==> config.mk <==
export PLATFORM = sky130hd
export DESIGN_NAME = url_percent_decoder_unit
export DESIGN_NICKNAME = d
export VERILOG_FILES = /design/src/rtl/upd_pkg.sv /design/src/rtl/upd_decode.sv /design/src/rtl/upd_outq.sv /design/src/rtl/url_percent_decoder_unit.sv
export SDC_FILE = /design/constraint.sdc
export NUM_CORES = 1
export LEC_CHECK = 0
export BUFFER_PORTS_ARGS = -buffer_cell sky130_fd_sc_hd__buf_4
export CORE_ASPECT_RATIO = 0.75
export CORE_MARGIN = 2
export CORE_UTILIZATION = 40
export CTS_CLUSTER_SIZE = 20
export DETAILED_ROUTE_END_ITERATION = 12
export PLACE_DENSITY = 0.67
export SETUP_SLACK_MARGIN = 0.5
export SYNTH_ARGS = -nofsm -noshare
export SYNTH_HDL_FRONTEND = slang
export SYNTH_SLANG_ARGS = --single-unit
==> constraint.sdc <==
create_clock -name i_clk -period 2.63 [get_ports i_clk]
set_clock_uncertainty 0.15 [all_clocks]
set_input_delay 0 -clock i_clk [delete_from_list [all_inputs] [get_ports i_clk]]
set_output_delay 0 -clock i_clk [all_outputs]
set_load 0.05 [all_outputs]
==> src/rtl/upd_pkg.sv <==
// ----------------------------------------------------------------------------
// upd_pkg
// Types, constants and helper functions shared by the URL percent decoder.
// ----------------------------------------------------------------------------
package upd_pkg;

    localparam int unsigned ByteW      = 8;
    localparam int unsigned MaxResults = 3;
    localparam int unsigned CntW       = $clog2(MaxResults + 1);

    localparam logic [ByteW-1:0] ChPercent = 8'h25;
    localparam logic [ByteW-1:0] ChPlus    = 8'h2B;
    localparam logic [ByteW-1:0] ChSpace   = 8'h20;
    localparam logic [ByteW-1:0] ChDel     = 8'h7F;
    localparam logic [ByteW-1:0] CtrlLimit = 8'h20;

    typedef enum logic [1:0] {
        MODE_PLAIN   = 2'd0,
        MODE_PCT     = 2'd1,
        MODE_DIGIT   = 2'd2,
        MODE_DISCARD = 2'd3
    } t_mode;

    typedef struct packed {
        logic [ByteW-1:0] out_byte;
        logic             byte_valid;
        logic             string_done;
        logic             forbidden_error;
    } t_result;

    typedef struct packed {
        logic [CntW-1:0] cnt;
        t_result [MaxResults-1:0] res;
    } t_bundle;

    function automatic logic is_hex(input logic [ByteW-1:0] c);
        is_hex = (c >= 8'h30 && c <= 8'h39) ||
                 (c >= 8'h61 && c <= 8'h66) ||
                 (c >= 8'h41 && c <= 8'h46);
    endfunction

    // Low nibble of a hex digit; letters carry +9 on their low nibble.
    function automatic logic [3:0] hex_val(input logic [ByteW-1:0] c);
        if (c[6]) begin
            hex_val = c[3:0] + 4'd9;
        end else begin
            hex_val = c[3:0];
        end
    endfunction

    function automatic t_result byte_res(input logic [ByteW-1:0] b);
        byte_res = '{out_byte: b, byte_valid: 1'b1, string_done: 1'b0,
                     forbidden_error: 1'b0};
    endfunction

    // Ordinary byte copy: plus becomes space.
    function automatic t_result plain_res(input logic [ByteW-1:0] c);
        plain_res = byte_res((c == ChPlus) ? ChSpace : c);
    endfunction

    function automatic t_result done_res();
        done_res = '{out_byte: '0, byte_valid: 1'b0, string_done: 1'b1,
                     forbidden_error: 1'b0};
    endfunction

    function automatic t_result err_res();
        err_res = '{out_byte: '0, byte_valid: 1'b0, string_done: 1'b1,
                    forbidden_error: 1'b1};
    endfunction

endpackage

==> src/rtl/upd_decode.sv <==
// ----------------------------------------------------------------------------
// upd_decode
// Input register, escape state and the per-item decode into a result bundle.
// ----------------------------------------------------------------------------
module upd_decode (
    input  logic                      i_clk,
    input  logic                      i_rst_n,
    input  logic                      i_s_axis_tvalid,
    output logic                      o_s_axis_tready,
    input  logic [upd_pkg::ByteW-1:0] i_s_axis_tdata,   // [7:0] in_byte
    input  logic                      i_s_axis_tlast,   // is_end
    input  logic                      i_bundle_free,
    output logic                      o_load,
    output upd_pkg::t_bundle          o_bundle
);

    logic                      r_in_valid;
    logic [upd_pkg::ByteW-1:0] r_in_byte;
    logic                      r_in_end;
    upd_pkg::t_mode            r_mode, n_mode;
    logic [upd_pkg::ByteW-1:0] r_held, n_held;
    logic [upd_pkg::ByteW-1:0] dec_val;
    upd_pkg::t_bundle          bnd;
    logic                      s_take;

    assign o_load          = r_in_valid && i_bundle_free;
    assign o_s_axis_tready = !r_in_valid || o_load;
    assign s_take          = i_s_axis_tvalid && o_s_axis_tready;
    assign dec_val         = {upd_pkg::hex_val(r_held), upd_pkg::hex_val(r_in_byte)};
    assign o_bundle        = bnd;

    always_comb begin
        bnd    = '0;
        n_mode = r_mode;
        n_held = r_held;
        if (r_in_end) begin
            n_mode = upd_pkg::MODE_PLAIN;
            unique case (r_mode)
                upd_pkg::MODE_PLAIN: begin
                    bnd.res[0] = upd_pkg::done_res();
                    bnd.cnt    = 2'd1;
                end
                upd_pkg::MODE_PCT: begin
                    bnd.res[0] = upd_pkg::byte_res(upd_pkg::ChPercent);
                    bnd.res[1] = upd_pkg::done_res();
                    bnd.cnt    = 2'd2;
                end
                upd_pkg::MODE_DIGIT: begin
                    bnd.res[0] = upd_pkg::byte_res(upd_pkg::ChPercent);
                    bnd.res[1] = upd_pkg::byte_res(r_held);
                    bnd.res[2] = upd_pkg::done_res();
                    bnd.cnt    = 2'd3;
                end
                upd_pkg::MODE_DISCARD: begin
                    bnd.cnt = 2'd0;
                end
                default: ;
            endcase
        end else begin
            unique case (r_mode)
                upd_pkg::MODE_PLAIN: begin
                    if (r_in_byte == upd_pkg::ChPercent) begin
                        n_mode = upd_pkg::MODE_PCT;
                    end else begin
                        bnd.res[0] = upd_pkg::plain_res(r_in_byte);
                        bnd.cnt    = 2'd1;
                    end
                end
                upd_pkg::MODE_PCT: begin
                    if (upd_pkg::is_hex(r_in_byte)) begin
                        n_held = r_in_byte;
                        n_mode = upd_pkg::MODE_DIGIT;
                    end else begin
                        // bad escape: emit the percent, re-handle the byte
                        bnd.res[0] = upd_pkg::byte_res(upd_pkg::ChPercent);
                        if (r_in_byte == upd_pkg::ChPercent) begin
                            bnd.cnt = 2'd1;
                        end else begin
                            bnd.res[1] = upd_pkg::plain_res(r_in_byte);
                            bnd.cnt    = 2'd2;
                            n_mode     = upd_pkg::MODE_PLAIN;
                        end
                    end
                end
                upd_pkg::MODE_DIGIT: begin
                    if (upd_pkg::is_hex(r_in_byte)) begin
                        bnd.cnt = 2'd1;
                        if (dec_val < upd_pkg::CtrlLimit || dec_val == upd_pkg::ChDel) begin
                            bnd.res[0] = upd_pkg::err_res();
                            n_mode     = upd_pkg::MODE_DISCARD;
                        end else begin
                            bnd.res[0] = upd_pkg::byte_res(dec_val);
                            n_mode     = upd_pkg::MODE_PLAIN;
                        end
                    end else begin
                        bnd.res[0] = upd_pkg::byte_res(upd_pkg::ChPercent);
                        bnd.res[1] = upd_pkg::plain_res(r_held);
                        if (r_in_byte == upd_pkg::ChPercent) begin
                            bnd.cnt = 2'd2;
                            n_mode  = upd_pkg::MODE_PCT;
                        end else begin
                            bnd.res[2] = upd_pkg::plain_res(r_in_byte);
                            bnd.cnt    = 2'd3;
                            n_mode     = upd_pkg::MODE_PLAIN;
                        end
                    end
                end
                upd_pkg::MODE_DISCARD: begin
                    bnd.cnt = 2'd0;
                end
                default: ;
            endcase
        end
    end

    always_ff @(posedge i_clk) begin
        if (!i_rst_n) begin
            r_in_valid <= 1'b0;
            r_mode     <= upd_pkg::MODE_PLAIN;
            r_held     <= '0;
        end else begin
            if (s_take) begin
                r_in_valid <= 1'b1;
            end else if (o_load) begin
                r_in_valid <= 1'b0;
            end
            if (o_load) begin
                r_mode <= n_mode;
                r_held <= n_held;
            end
        end
    end

    always_ff @(posedge i_clk) begin
        if (s_take) begin
            r_in_byte <= i_s_axis_tdata;
            r_in_end  <= i_s_axis_tlast;
        end
    end

endmodule

==> src/rtl/upd_outq.sv <==
// ----------------------------------------------------------------------------
// upd_outq
// Result register: holds one item's bundle and drains it one result a cycle while the output is ready.
// ----------------------------------------------------------------------------
module upd_outq (
    input  logic                      i_clk,
    input  logic                      i_rst_n,
    input  logic                      i_load,
    input  upd_pkg::t_bundle          i_bundle,
    output logic                      o_free,
    output logic                      o_m_axis_tvalid,
    input  logic                      i_m_axis_tready,
    output logic [upd_pkg::ByteW-1:0] o_m_axis_tdata,   // [7:0] out_byte
    output logic [1:0]                o_m_axis_tuser,   // [0] byte_valid, [1] forbidden_error
    output logic                      o_m_axis_tlast    // string_done
);

    logic [upd_pkg::CntW-1:0]                 r_cnt;
    upd_pkg::t_result [upd_pkg::MaxResults-1:0] r_res;
    logic                                     pop;

    assign o_m_axis_tvalid = (r_cnt != '0);
    assign pop             = o_m_axis_tvalid && i_m_axis_tready;
    assign o_free          = (r_cnt == '0) || (r_cnt == 2'd1 && pop);
    assign o_m_axis_tdata  = r_res[0].out_byte;
    assign o_m_axis_tuser  = {r_res[0].forbidden_error, r_res[0].byte_valid};
    assign o_m_axis_tlast  = r_res[0].string_done;

    always_ff @(posedge i_clk) begin
        if (!i_rst_n) begin
            r_cnt <= '0;
        end else if (i_load) begin
            r_cnt <= i_bundle.cnt;
        end else if (pop) begin
            r_cnt <= r_cnt - 2'd1;
        end
    end

    always_ff @(posedge i_clk) begin
        if (i_load) begin
            r_res <= i_bundle.res;
        end else if (pop) begin
            r_res[0] <= r_res[1];
            r_res[1] <= r_res[2];
        end
    end

    a_load_when_free: assert property (@(posedge i_clk) disable iff (!i_rst_n)
        i_load |-> o_free)
        else $error("bundle loaded over undelivered results");

    a_err_ends_string: assert property (@(posedge i_clk) disable iff (!i_rst_n)
        (o_m_axis_tvalid && o_m_axis_tuser[1]) |-> o_m_axis_tlast)
        else $error("error result without string end");

    a_byte_not_done: assert property (@(posedge i_clk) disable iff (!i_rst_n)
        o_m_axis_tvalid |-> !(o_m_axis_tuser[0] && o_m_axis_tlast))
        else $error("byte result flagged as string end");

    a_pop_count: assert property (@(posedge i_clk) disable iff (!i_rst_n)
        (pop && !i_load) |=> (r_cnt == $past(r_cnt) - 2'd1))
        else $error("result count did not step down on pop");

endmodule

==> src/rtl/url_percent_decoder_unit.sv <==
// An accepted item waits in the input register until the result register is free,
// then its results are loaded there and presented. Throughput: one item per cycle
// while each item yields at most one result and the output is ready; an item with
// k results (k up to 3) holds the result register, draining one result per cycle
// while the output is ready, which sets the rate. Reset (i_rst_n low, synchronous)
// returns to plain copy mode and empties the input and result registers.
// ----------------------------------------------------------------------------
// url_percent_decoder_unit
// Streaming URI percent decoder, one byte per item, end item closes a string.
// ----------------------------------------------------------------------------
module url_percent_decoder_unit (
    input  logic                      i_clk,
    input  logic                      i_rst_n,
    input  logic                      i_s_axis_tvalid,
    output logic                      o_s_axis_tready,
    input  logic [upd_pkg::ByteW-1:0] i_s_axis_tdata,   // [7:0] in_byte
    input  logic                      i_s_axis_tlast,   // is_end
    output logic                      o_m_axis_tvalid,
    input  logic                      i_m_axis_tready,
    output logic [upd_pkg::ByteW-1:0] o_m_axis_tdata,   // [7:0] out_byte
    output logic [1:0]                o_m_axis_tuser,   // [0] byte_valid, [1] forbidden_error
    output logic                      o_m_axis_tlast    // string_done
);

    logic             load;
    logic             bundle_free;
    upd_pkg::t_bundle bundle;

    upd_decode u_decode (
        .i_clk           (i_clk),
        .i_rst_n         (i_rst_n),
        .i_s_axis_tvalid (i_s_axis_tvalid),
        .o_s_axis_tready (o_s_axis_tready),
        .i_s_axis_tdata  (i_s_axis_tdata),
        .i_s_axis_tlast  (i_s_axis_tlast),
        .i_bundle_free   (bundle_free),
        .o_load          (load),
        .o_bundle        (bundle)
    );

    upd_outq u_outq (
        .i_clk           (i_clk),
        .i_rst_n         (i_rst_n),
        .i_load          (load),
        .i_bundle        (bundle),
        .o_free          (bundle_free),
        .o_m_axis_tvalid (o_m_axis_tvalid),
        .i_m_axis_tready (i_m_axis_tready),
        .o_m_axis_tdata  (o_m_axis_tdata),
        .o_m_axis_tuser  (o_m_axis_tuser),
        .o_m_axis_tlast  (o_m_axis_tlast)
    );

endmodule
# Yosys cells after proc, flatten, opt, wreduce, memory -nomap -nowiden
# Index checks and enable logic that the tools add are counted.
[word_totals]
reg_bits = 55
input_bits = 13
elab_cells = 98
[op_classes]
add_sub_neg = 3
order_cmp = 7
eq_ne = 10
n_mux = 37
bitwise_logic = 1
reduce_logical = 22
[ops]
columns = ["op", "count"]
rows = [
  ["22-bit two-way mux", 4],
  ["11-bit two-way mux", 4],
  ["11-bit case mux with 2 select lines", 2],
  ["35-bit two-way mux", 1],
  ["11-bit case mux with 3 select lines", 1],
  ["8-bit by 6-bit equality test with 1-bit output (second input constant)", 3],
  ["2-bit two-way mux", 12],
  ["9-bit case mux with 2 select lines", 1],
  ["8-bit by 7-bit greater-or-equal comparator with 1-bit output (second input constant)", 2],
  ["8-bit by 7-bit <= comparator with 1-bit output (second input constant)", 2],
  ["8-bit two-way mux", 2],
  ["2-bit case mux with 4 select lines", 2],
  ["4-bit adder (second input constant)", 2],
  ["8-bit by 7-bit equality test with 1-bit output (second input constant)", 1],
  ["8-bit by 6-bit greater-or-equal comparator with 1-bit output (second input constant)", 1],
  ["8-bit by 6-bit <= comparator with 1-bit output (second input constant)", 1],
  ["8-bit by 6-bit < comparator with 1-bit output (second input constant)", 1],
  ["4-bit two-way mux", 2],
  ["4-bit AND reduction", 2],
  ["1-bit logical AND", 7],
  ["2-bit case mux with 3 select lines", 1],
  ["2-bit nonzero test", 3],
  ["1-bit logical OR", 5],
  ["1-bit two-way mux", 5],
  ["other kinds (10)", 13],
]

# Depth between registers and ports, before layout
[depth]
word_depth = 9
mapped_depth = 9
ltp_nobuf = 8

# Modules after synthesis
# A second synthesis with hierarchy kept.
[unflattened]
hier_cells = 312
area_unflattened_um2 = 3518.4
[modules_own_cells]
columns = ["module", "n_inst", "cells_each", "area_per_inst_um2", "seq_area_each_um2"]
rows = [
  ["upd_decode", 1, 225, 1939.4, 490.5],
  ["upd_outq", 1, 87, 1579.0, 1031.0],
]

# Least setup slack after synthesis
# OpenSTA, ideal clock, no wires.
[synth_path]
path_kind = "reg-to-reg"
start = "register u_decode.r_in_byte[0] (netlist bit)"
end = "register u_outq.r_res[14] (netlist bit) (data pin)"
setup_ns = 0.152
arrival_time_ns = 2.040
required_time_ns = 2.328
slack_ns = 0.287
stages_incl_launch_ff = 10
synth_period_minus_slack_ns = 2.343
path_cell_list = "edfxtp_1 > inv_1 > ha_1 > or3b_2 > a21oi_1 > o31a_1 > buf_2 > buf_2 > a32oi_1 > o21ai_0"
[synth_between]
elab_chain_len = 8
word_cells_on_any_way = 20
cone_classes = "order compare (6); eq/ne (2); mux (7); reduce/logical (5)"
[synth_lines]
columns = ["element", "line", "rtl"]
rows = [
  ["start, declared", "upd_decode.sv:18", "logic [upd_pkg::ByteW-1:0] r_in_byte;"],
  ["start signal, assigned", "upd_decode.sv:136", "r_in_byte <= i_s_axis_tdata;"],
  ["8-bit by 6-bit greater-or-equal comparator with 1-bit output (tied with other cells)", "upd_pkg.sv:37", "is_hex = (c >= 8'h30 && c <= 8'h39) ||"],
  ["1-bit logical AND (on tied branches)", "upd_pkg.sv:37, upd_pkg.sv:38", ""],
  ["1-bit logical OR", "upd_pkg.sv:37", ""],
  ["1-bit logical OR", "upd_pkg.sv:38", "(c >= 8'h61 && c <= 8'h66) ||"],
  ["22-bit two-way mux (on tied branches)", "upd_decode.sv:86, upd_decode.sv:70", ""],
  ["11-bit case mux with 2 select lines *", "upd_decode.sv:60", "unique case (r_mode)"],
  ["35-bit two-way mux *", "upd_decode.sv:36", "if (r_in_end) begin"],
  ["22-bit two-way mux *", "upd_outq.sv:40", "if (i_load) begin"],
  ["end signal, assigned", "upd_outq.sv:41", "r_res <= i_bundle.res;"],
  ["end, declared", "upd_outq.sv:19", "upd_pkg::t_result [upd_pkg::MaxResults-1:0] r_res;"],
]
# Every way passes the cells marked *; elsewhere a longest branch is shown, timed or not.
# A chain may end at the register's enable or synchronous reset.

# Worst setup path in the final report
[layout_path]
start = "register u_decode.r_in_byte[0] (netlist bit)"
end = "register u_decode.r_mode[0]"
[layout_between]
elab_chain_len = 8
word_cells_on_any_way = 26
cone_classes = "add/sub (1); order compare (7); eq/ne (4); mux (7); reduce/logical (7)"
[layout_lines]
columns = ["element", "line", "rtl"]
rows = [
  ["4-bit adder", "upd_pkg.sv:45", "hex_val = c[3:0] + 4'd9;"],
  ["4-bit two-way mux", "upd_pkg.sv:44", "if (c[6]) begin"],
  ["8-bit by 6-bit < comparator with 1-bit output / 8-bit by 7-bit equality test with 1-bit output (equally long branches)", "upd_decode.sv:88", "if (dec_val < upd_pkg::CtrlLimit || dec_val == upd_pkg::ChDel) begin"],
  ["1-bit logical OR", "upd_decode.sv:88", ""],
  ["2-bit two-way mux", "upd_decode.sv:88", ""],
  ["2-bit two-way mux", "upd_decode.sv:86", "if (upd_pkg::is_hex(r_in_byte)) begin"],
  ["2-bit case mux with 3 select lines", "upd_decode.sv:60", ""],
  ["2-bit two-way mux", "upd_decode.sv:36", ""],
  ["end signal, assigned", "upd_decode.sv:119", "r_mode <= upd_pkg::MODE_PLAIN;"],
  ["end signal, assigned", "upd_decode.sv:128", "r_mode <= n_mode;"],
  ["end, declared", "upd_decode.sv:20", "upd_pkg::t_mode r_mode, n_mode;"],
]
# Several ways; a longest one is shown, not always the timed one.

==> impl_results.md <==
* Status: complete, no violations
* HP Class: primary input to register
* Die Y-Extent at between 80 and 90 um
* Area post-placement at between 3000 and 4000 um2
* Number of enable flip-flop cells after synthesis at 40
* Fraction of layout cells with a size suffix above 1 at 26.8%
* Core Area at a little under 8000 um2
* Post-Syn Area per Cell at ~9.9 um2
* Max Freq at about 0.44 GHz
* Int Power at between 1.5 and 2 mW
* TNS Setup at 0 ps
* Synth Flop Type: edfxtp_1
* Register Area at between 1000 and 1500 um2
* Max clock buf depth at 2
* Area taken by multi-input logic gates at 1610 um2
* Drt total wl at 8160 um
* Clk Tree Root Cell: clkbuf_8
* YS warnings at 0
* First-pass DRT Iterations at 5
* Vias after detailed routing at around 2700
* Htree depth at 2
* Pwr Density at around 570 nW/um2
* Row cnt at 28
* Leak pwr at 1.47 nW
* Critical path class: register to register
* Hold Violations, Final at 0
* Drt wl/cell at ~17 um
* Antenna Cells at 0
* Initial Util at between 40% and 50%
* RSZ-0062 raised after global routing: yes
* CTS tree: built
* Area grow syn2layout at 24.6%
* Initial antenna violation count at 0
* Critical path data required time at around 2700 ps
* Post-Synthesis Cell Area at roughly 3200 um2
* # fillers at between 700 and 800
* I/O Buffers at 25
* Routed Antenna Nets at 0
* Via/cell ratio at slightly below 6
* Setup Viol. Count Final at 0
* Clock Sinks at 53
* Peak supply drop at approximately 0.23 mV
* Skew-Pair Late Insertion Delay at ~310 ps
* Startpoint class of the critical path: register
* GRT Util Overall at about a fifth
* Post-synthesis cell count at ~320
* Worst setup EP type: register
* Fin crit share at between 80 and 90%
* CTS clk-pin slew, worst paths at ~100 ps
* Crit-path max FO at 27
* Arrival time of the worst setup path at 2360 ps
* Sw frac at between 30 and 40%
* Drt drc at 0
* Final Instance Area at roughly 4000 um2
* Register area share after synthesis at between 40 and 50%
* Final #Nets at 390
* Gate power share at 28.0%
* Vias in the first global route at roughly 2400
* Sequential share of power at 47.0%
* Total CTS buffers at 5
* Fin. max-slew vios at 0
* Least-Margin Pin Slew at around 470 ps
* Clock Power Share at roughly 25%
* Syn_nets at around 350
* Crit path time final at around 2300 ps
* Final Wtd Congestion at between 0.8 and 0.9
* DP HPWL at between 5000 and 6000 um
* #FFs+latches synth at 53
* I/O Pins at 26
* Yosys cell types at 67
* Net switching power at roughly 730 uW
* First-pass GRT wire length at about 13000 um
* DR iter-0 viols at 270
* Relative slew slack at approximately two thirds
* Max Cap Violations at 0
* Largest net degree at the start of global routing at 28
* Post-synth ARST share at 0%
* Grt ovf at 0
* Core Util, Final at 50.8%
* Die area at about 8700 um2
* Die extent in x at between 100 and 150 um
-- cells by family after synthesis --
logic type | share of synthesized area (%)
AND/OR/NAND/NOR | 16.1
AO/OA/AOI/OAI | 22.6
multiplexers | 0.670
flip-flops | 46.0
XOR/XNOR | 2.21
buffers and inverters | 7.69
adder cells (fa/ha/maj) | 4.73
-- per-stage QoR --
stage | hold WS, ps | total power, mW | std cells | worst slack, ps
after floorplan | -51.1 | 1.52 | 321 | 408
after global placement | 28.0 | 1.66 | 440 | 253
after detailed placement | 29.4 | 1.66 | 440 | 144
after CTS | 236 | 2.25 | 469 | 344
after global routing | 250 | 2.36 | 471 | 245
final | 231 | 2.26 | 471 | 331
-- power by group through the flow --
stage | clock network, mW | registers [mW] | logic, mW
after floorplan | 0 | 1.09 | 0.432
after global placement | 0 | 1.08 | 0.575
after detailed placement | 0 | 1.08 | 0.581
after CTS | 0.570 | 1.06 | 0.617
after global routing | 0.606 | 1.07 | 0.677
final | 0.568 | 1.06 | 0.633
-- worst paths after layout --
path	startpoint	end	slack (ps)	depth (start not counted)
setup / recovery	u_decode.r_in_byte[0]$_DFFE_PP_	u_decode.r_mode[0]$_SDFFE_PN0P_	330	8
setup reg to reg	u_decode.r_in_byte[0]$_DFFE_PP_	u_decode.r_mode[0]$_SDFFE_PN0P_	330	8
hold reg to reg	u_outq.r_res[23]$_SDFFCE_PN0P_	u_outq.r_res[12]$_DFFE_PP_	380	2
hold / removal	i_m_axis_tready	u_outq.r_cnt[1]$_SDFFE_PN0P_	230	4
-- per-layer routing --
layer  GRT usage, %  vias up  share of wire, %
li1               -     1304                 -
met1           28.1     1257                46
met2           28.4      149                44
met3           4.90        9               9.5
met4           4.29        0              0.70
met5              0        -                 0
-- worst max-delay path, cell delays in order (launching register included) --
cell and delay (ps):
edfxtp_1 510, inv_2 130, ha_4 130, or3b_4 390, a21oi_4 140, o31a_1 200
buf_12 190, o211ai_1 140, a31o_1 240
-- layout by cell type, fill, tap and decap left out, types with 4 or more instances in the layout --
cell,n
buf_4,55
edfxtp_1,40
nand2_1,22
o21ai_0,20
a21oi_1,14
inv_1,14
dfxtp_1,13
a32oi_1,12
dlygate4sd3_1,12
nor2_1,11
nand3_1,9
ha_1,9
a31oi_1,7
o21ai_1,7
and3_1,6
clkbuf_8,5
xor2_1,4
nand3b_1,4
xnor2_1,4
o211ai_1,4
nor3_1,4
-- synth_stat cells (2+ instances only) --
library cell | n | area share [%]
nand3b_1 | 4 | 0.95
a31o_1 | 2 | 0.55
o31ai_1 | 4 | 0.95
nor4b_1 | 2 | 0.55
nor2b_1 | 3 | 0.59
o22ai_1 | 2 | 0.39
edfxtp_1 | 40 | 38
nand2_1 | 22 | 2.6
a31o_2 | 2 | 0.55
nand2b_1 | 3 | 0.59
xnor2_1 | 4 | 1.1
a31oi_1 | 7 | 1.4
o21a_1 | 3 | 0.71
buf_2 | 6 | 0.95
buf_4 | 10 | 2.4
o21ai_0 | 27 | 4.3
nand4_1 | 2 | 0.39
ha_1 | 12 | 4.7
nand4bb_1 | 2 | 0.71
and2_1 | 3 | 0.59
nor3_1 | 4 | 0.63
and3_1 | 7 | 1.4
nand3_1 | 10 | 1.6
o31a_1 | 2 | 0.55
dfxtp_1 | 13 | 8.2
a32o_1 | 2 | 0.63
o32ai_1 | 3 | 0.83
xor2_1 | 4 | 1.1
a21oi_1 | 18 | 2.8
a22o_1 | 2 | 0.55
a32oi_1 | 12 | 3.3
nor4_1 | 3 | 0.59
nor2_1 | 12 | 1.4
inv_1 | 16 | 1.9
o211ai_1 | 4 | 0.95
clkbuf_1 | 16 | 1.9
or2_2 | 3 | 0.59
-- registers in the layout, indices dropped and copies added (netlist names) --
name / flops
u_outq.r_cnt: 2
u_decode.r_in_byte: 8
u_outq.o_m_axis_tuser: 2
u_outq.r_res: 20
u_decode.r_in_valid: 1
u_decode.r_mode: 2
u_outq.o_m_axis_tlast: 1
u_decode.r_held: 8
u_outq.o_m_axis_tdata: 8
u_decode.r_in_end: 1
-- repair_timing --
item	in CTS	in global routing
gates resized for setup	15	9
hold buffers	12	0
setup endpoints to repair	41	41
gates cloned	1	0
pin swaps	10	4
hold endpoints to repair	15	0
buffers inserted	8	2
-- cell type report --
class                      count  area share (%)
multi-input combinational    218            40.7
sequential                    53            37.0
timing repair buffer          70            14.6
tap                          105            3.32
clock buffer                   6            1.84
inverter                      17            1.61
clock inverter                 2           0.981
(Power assumes the default switching activity.)
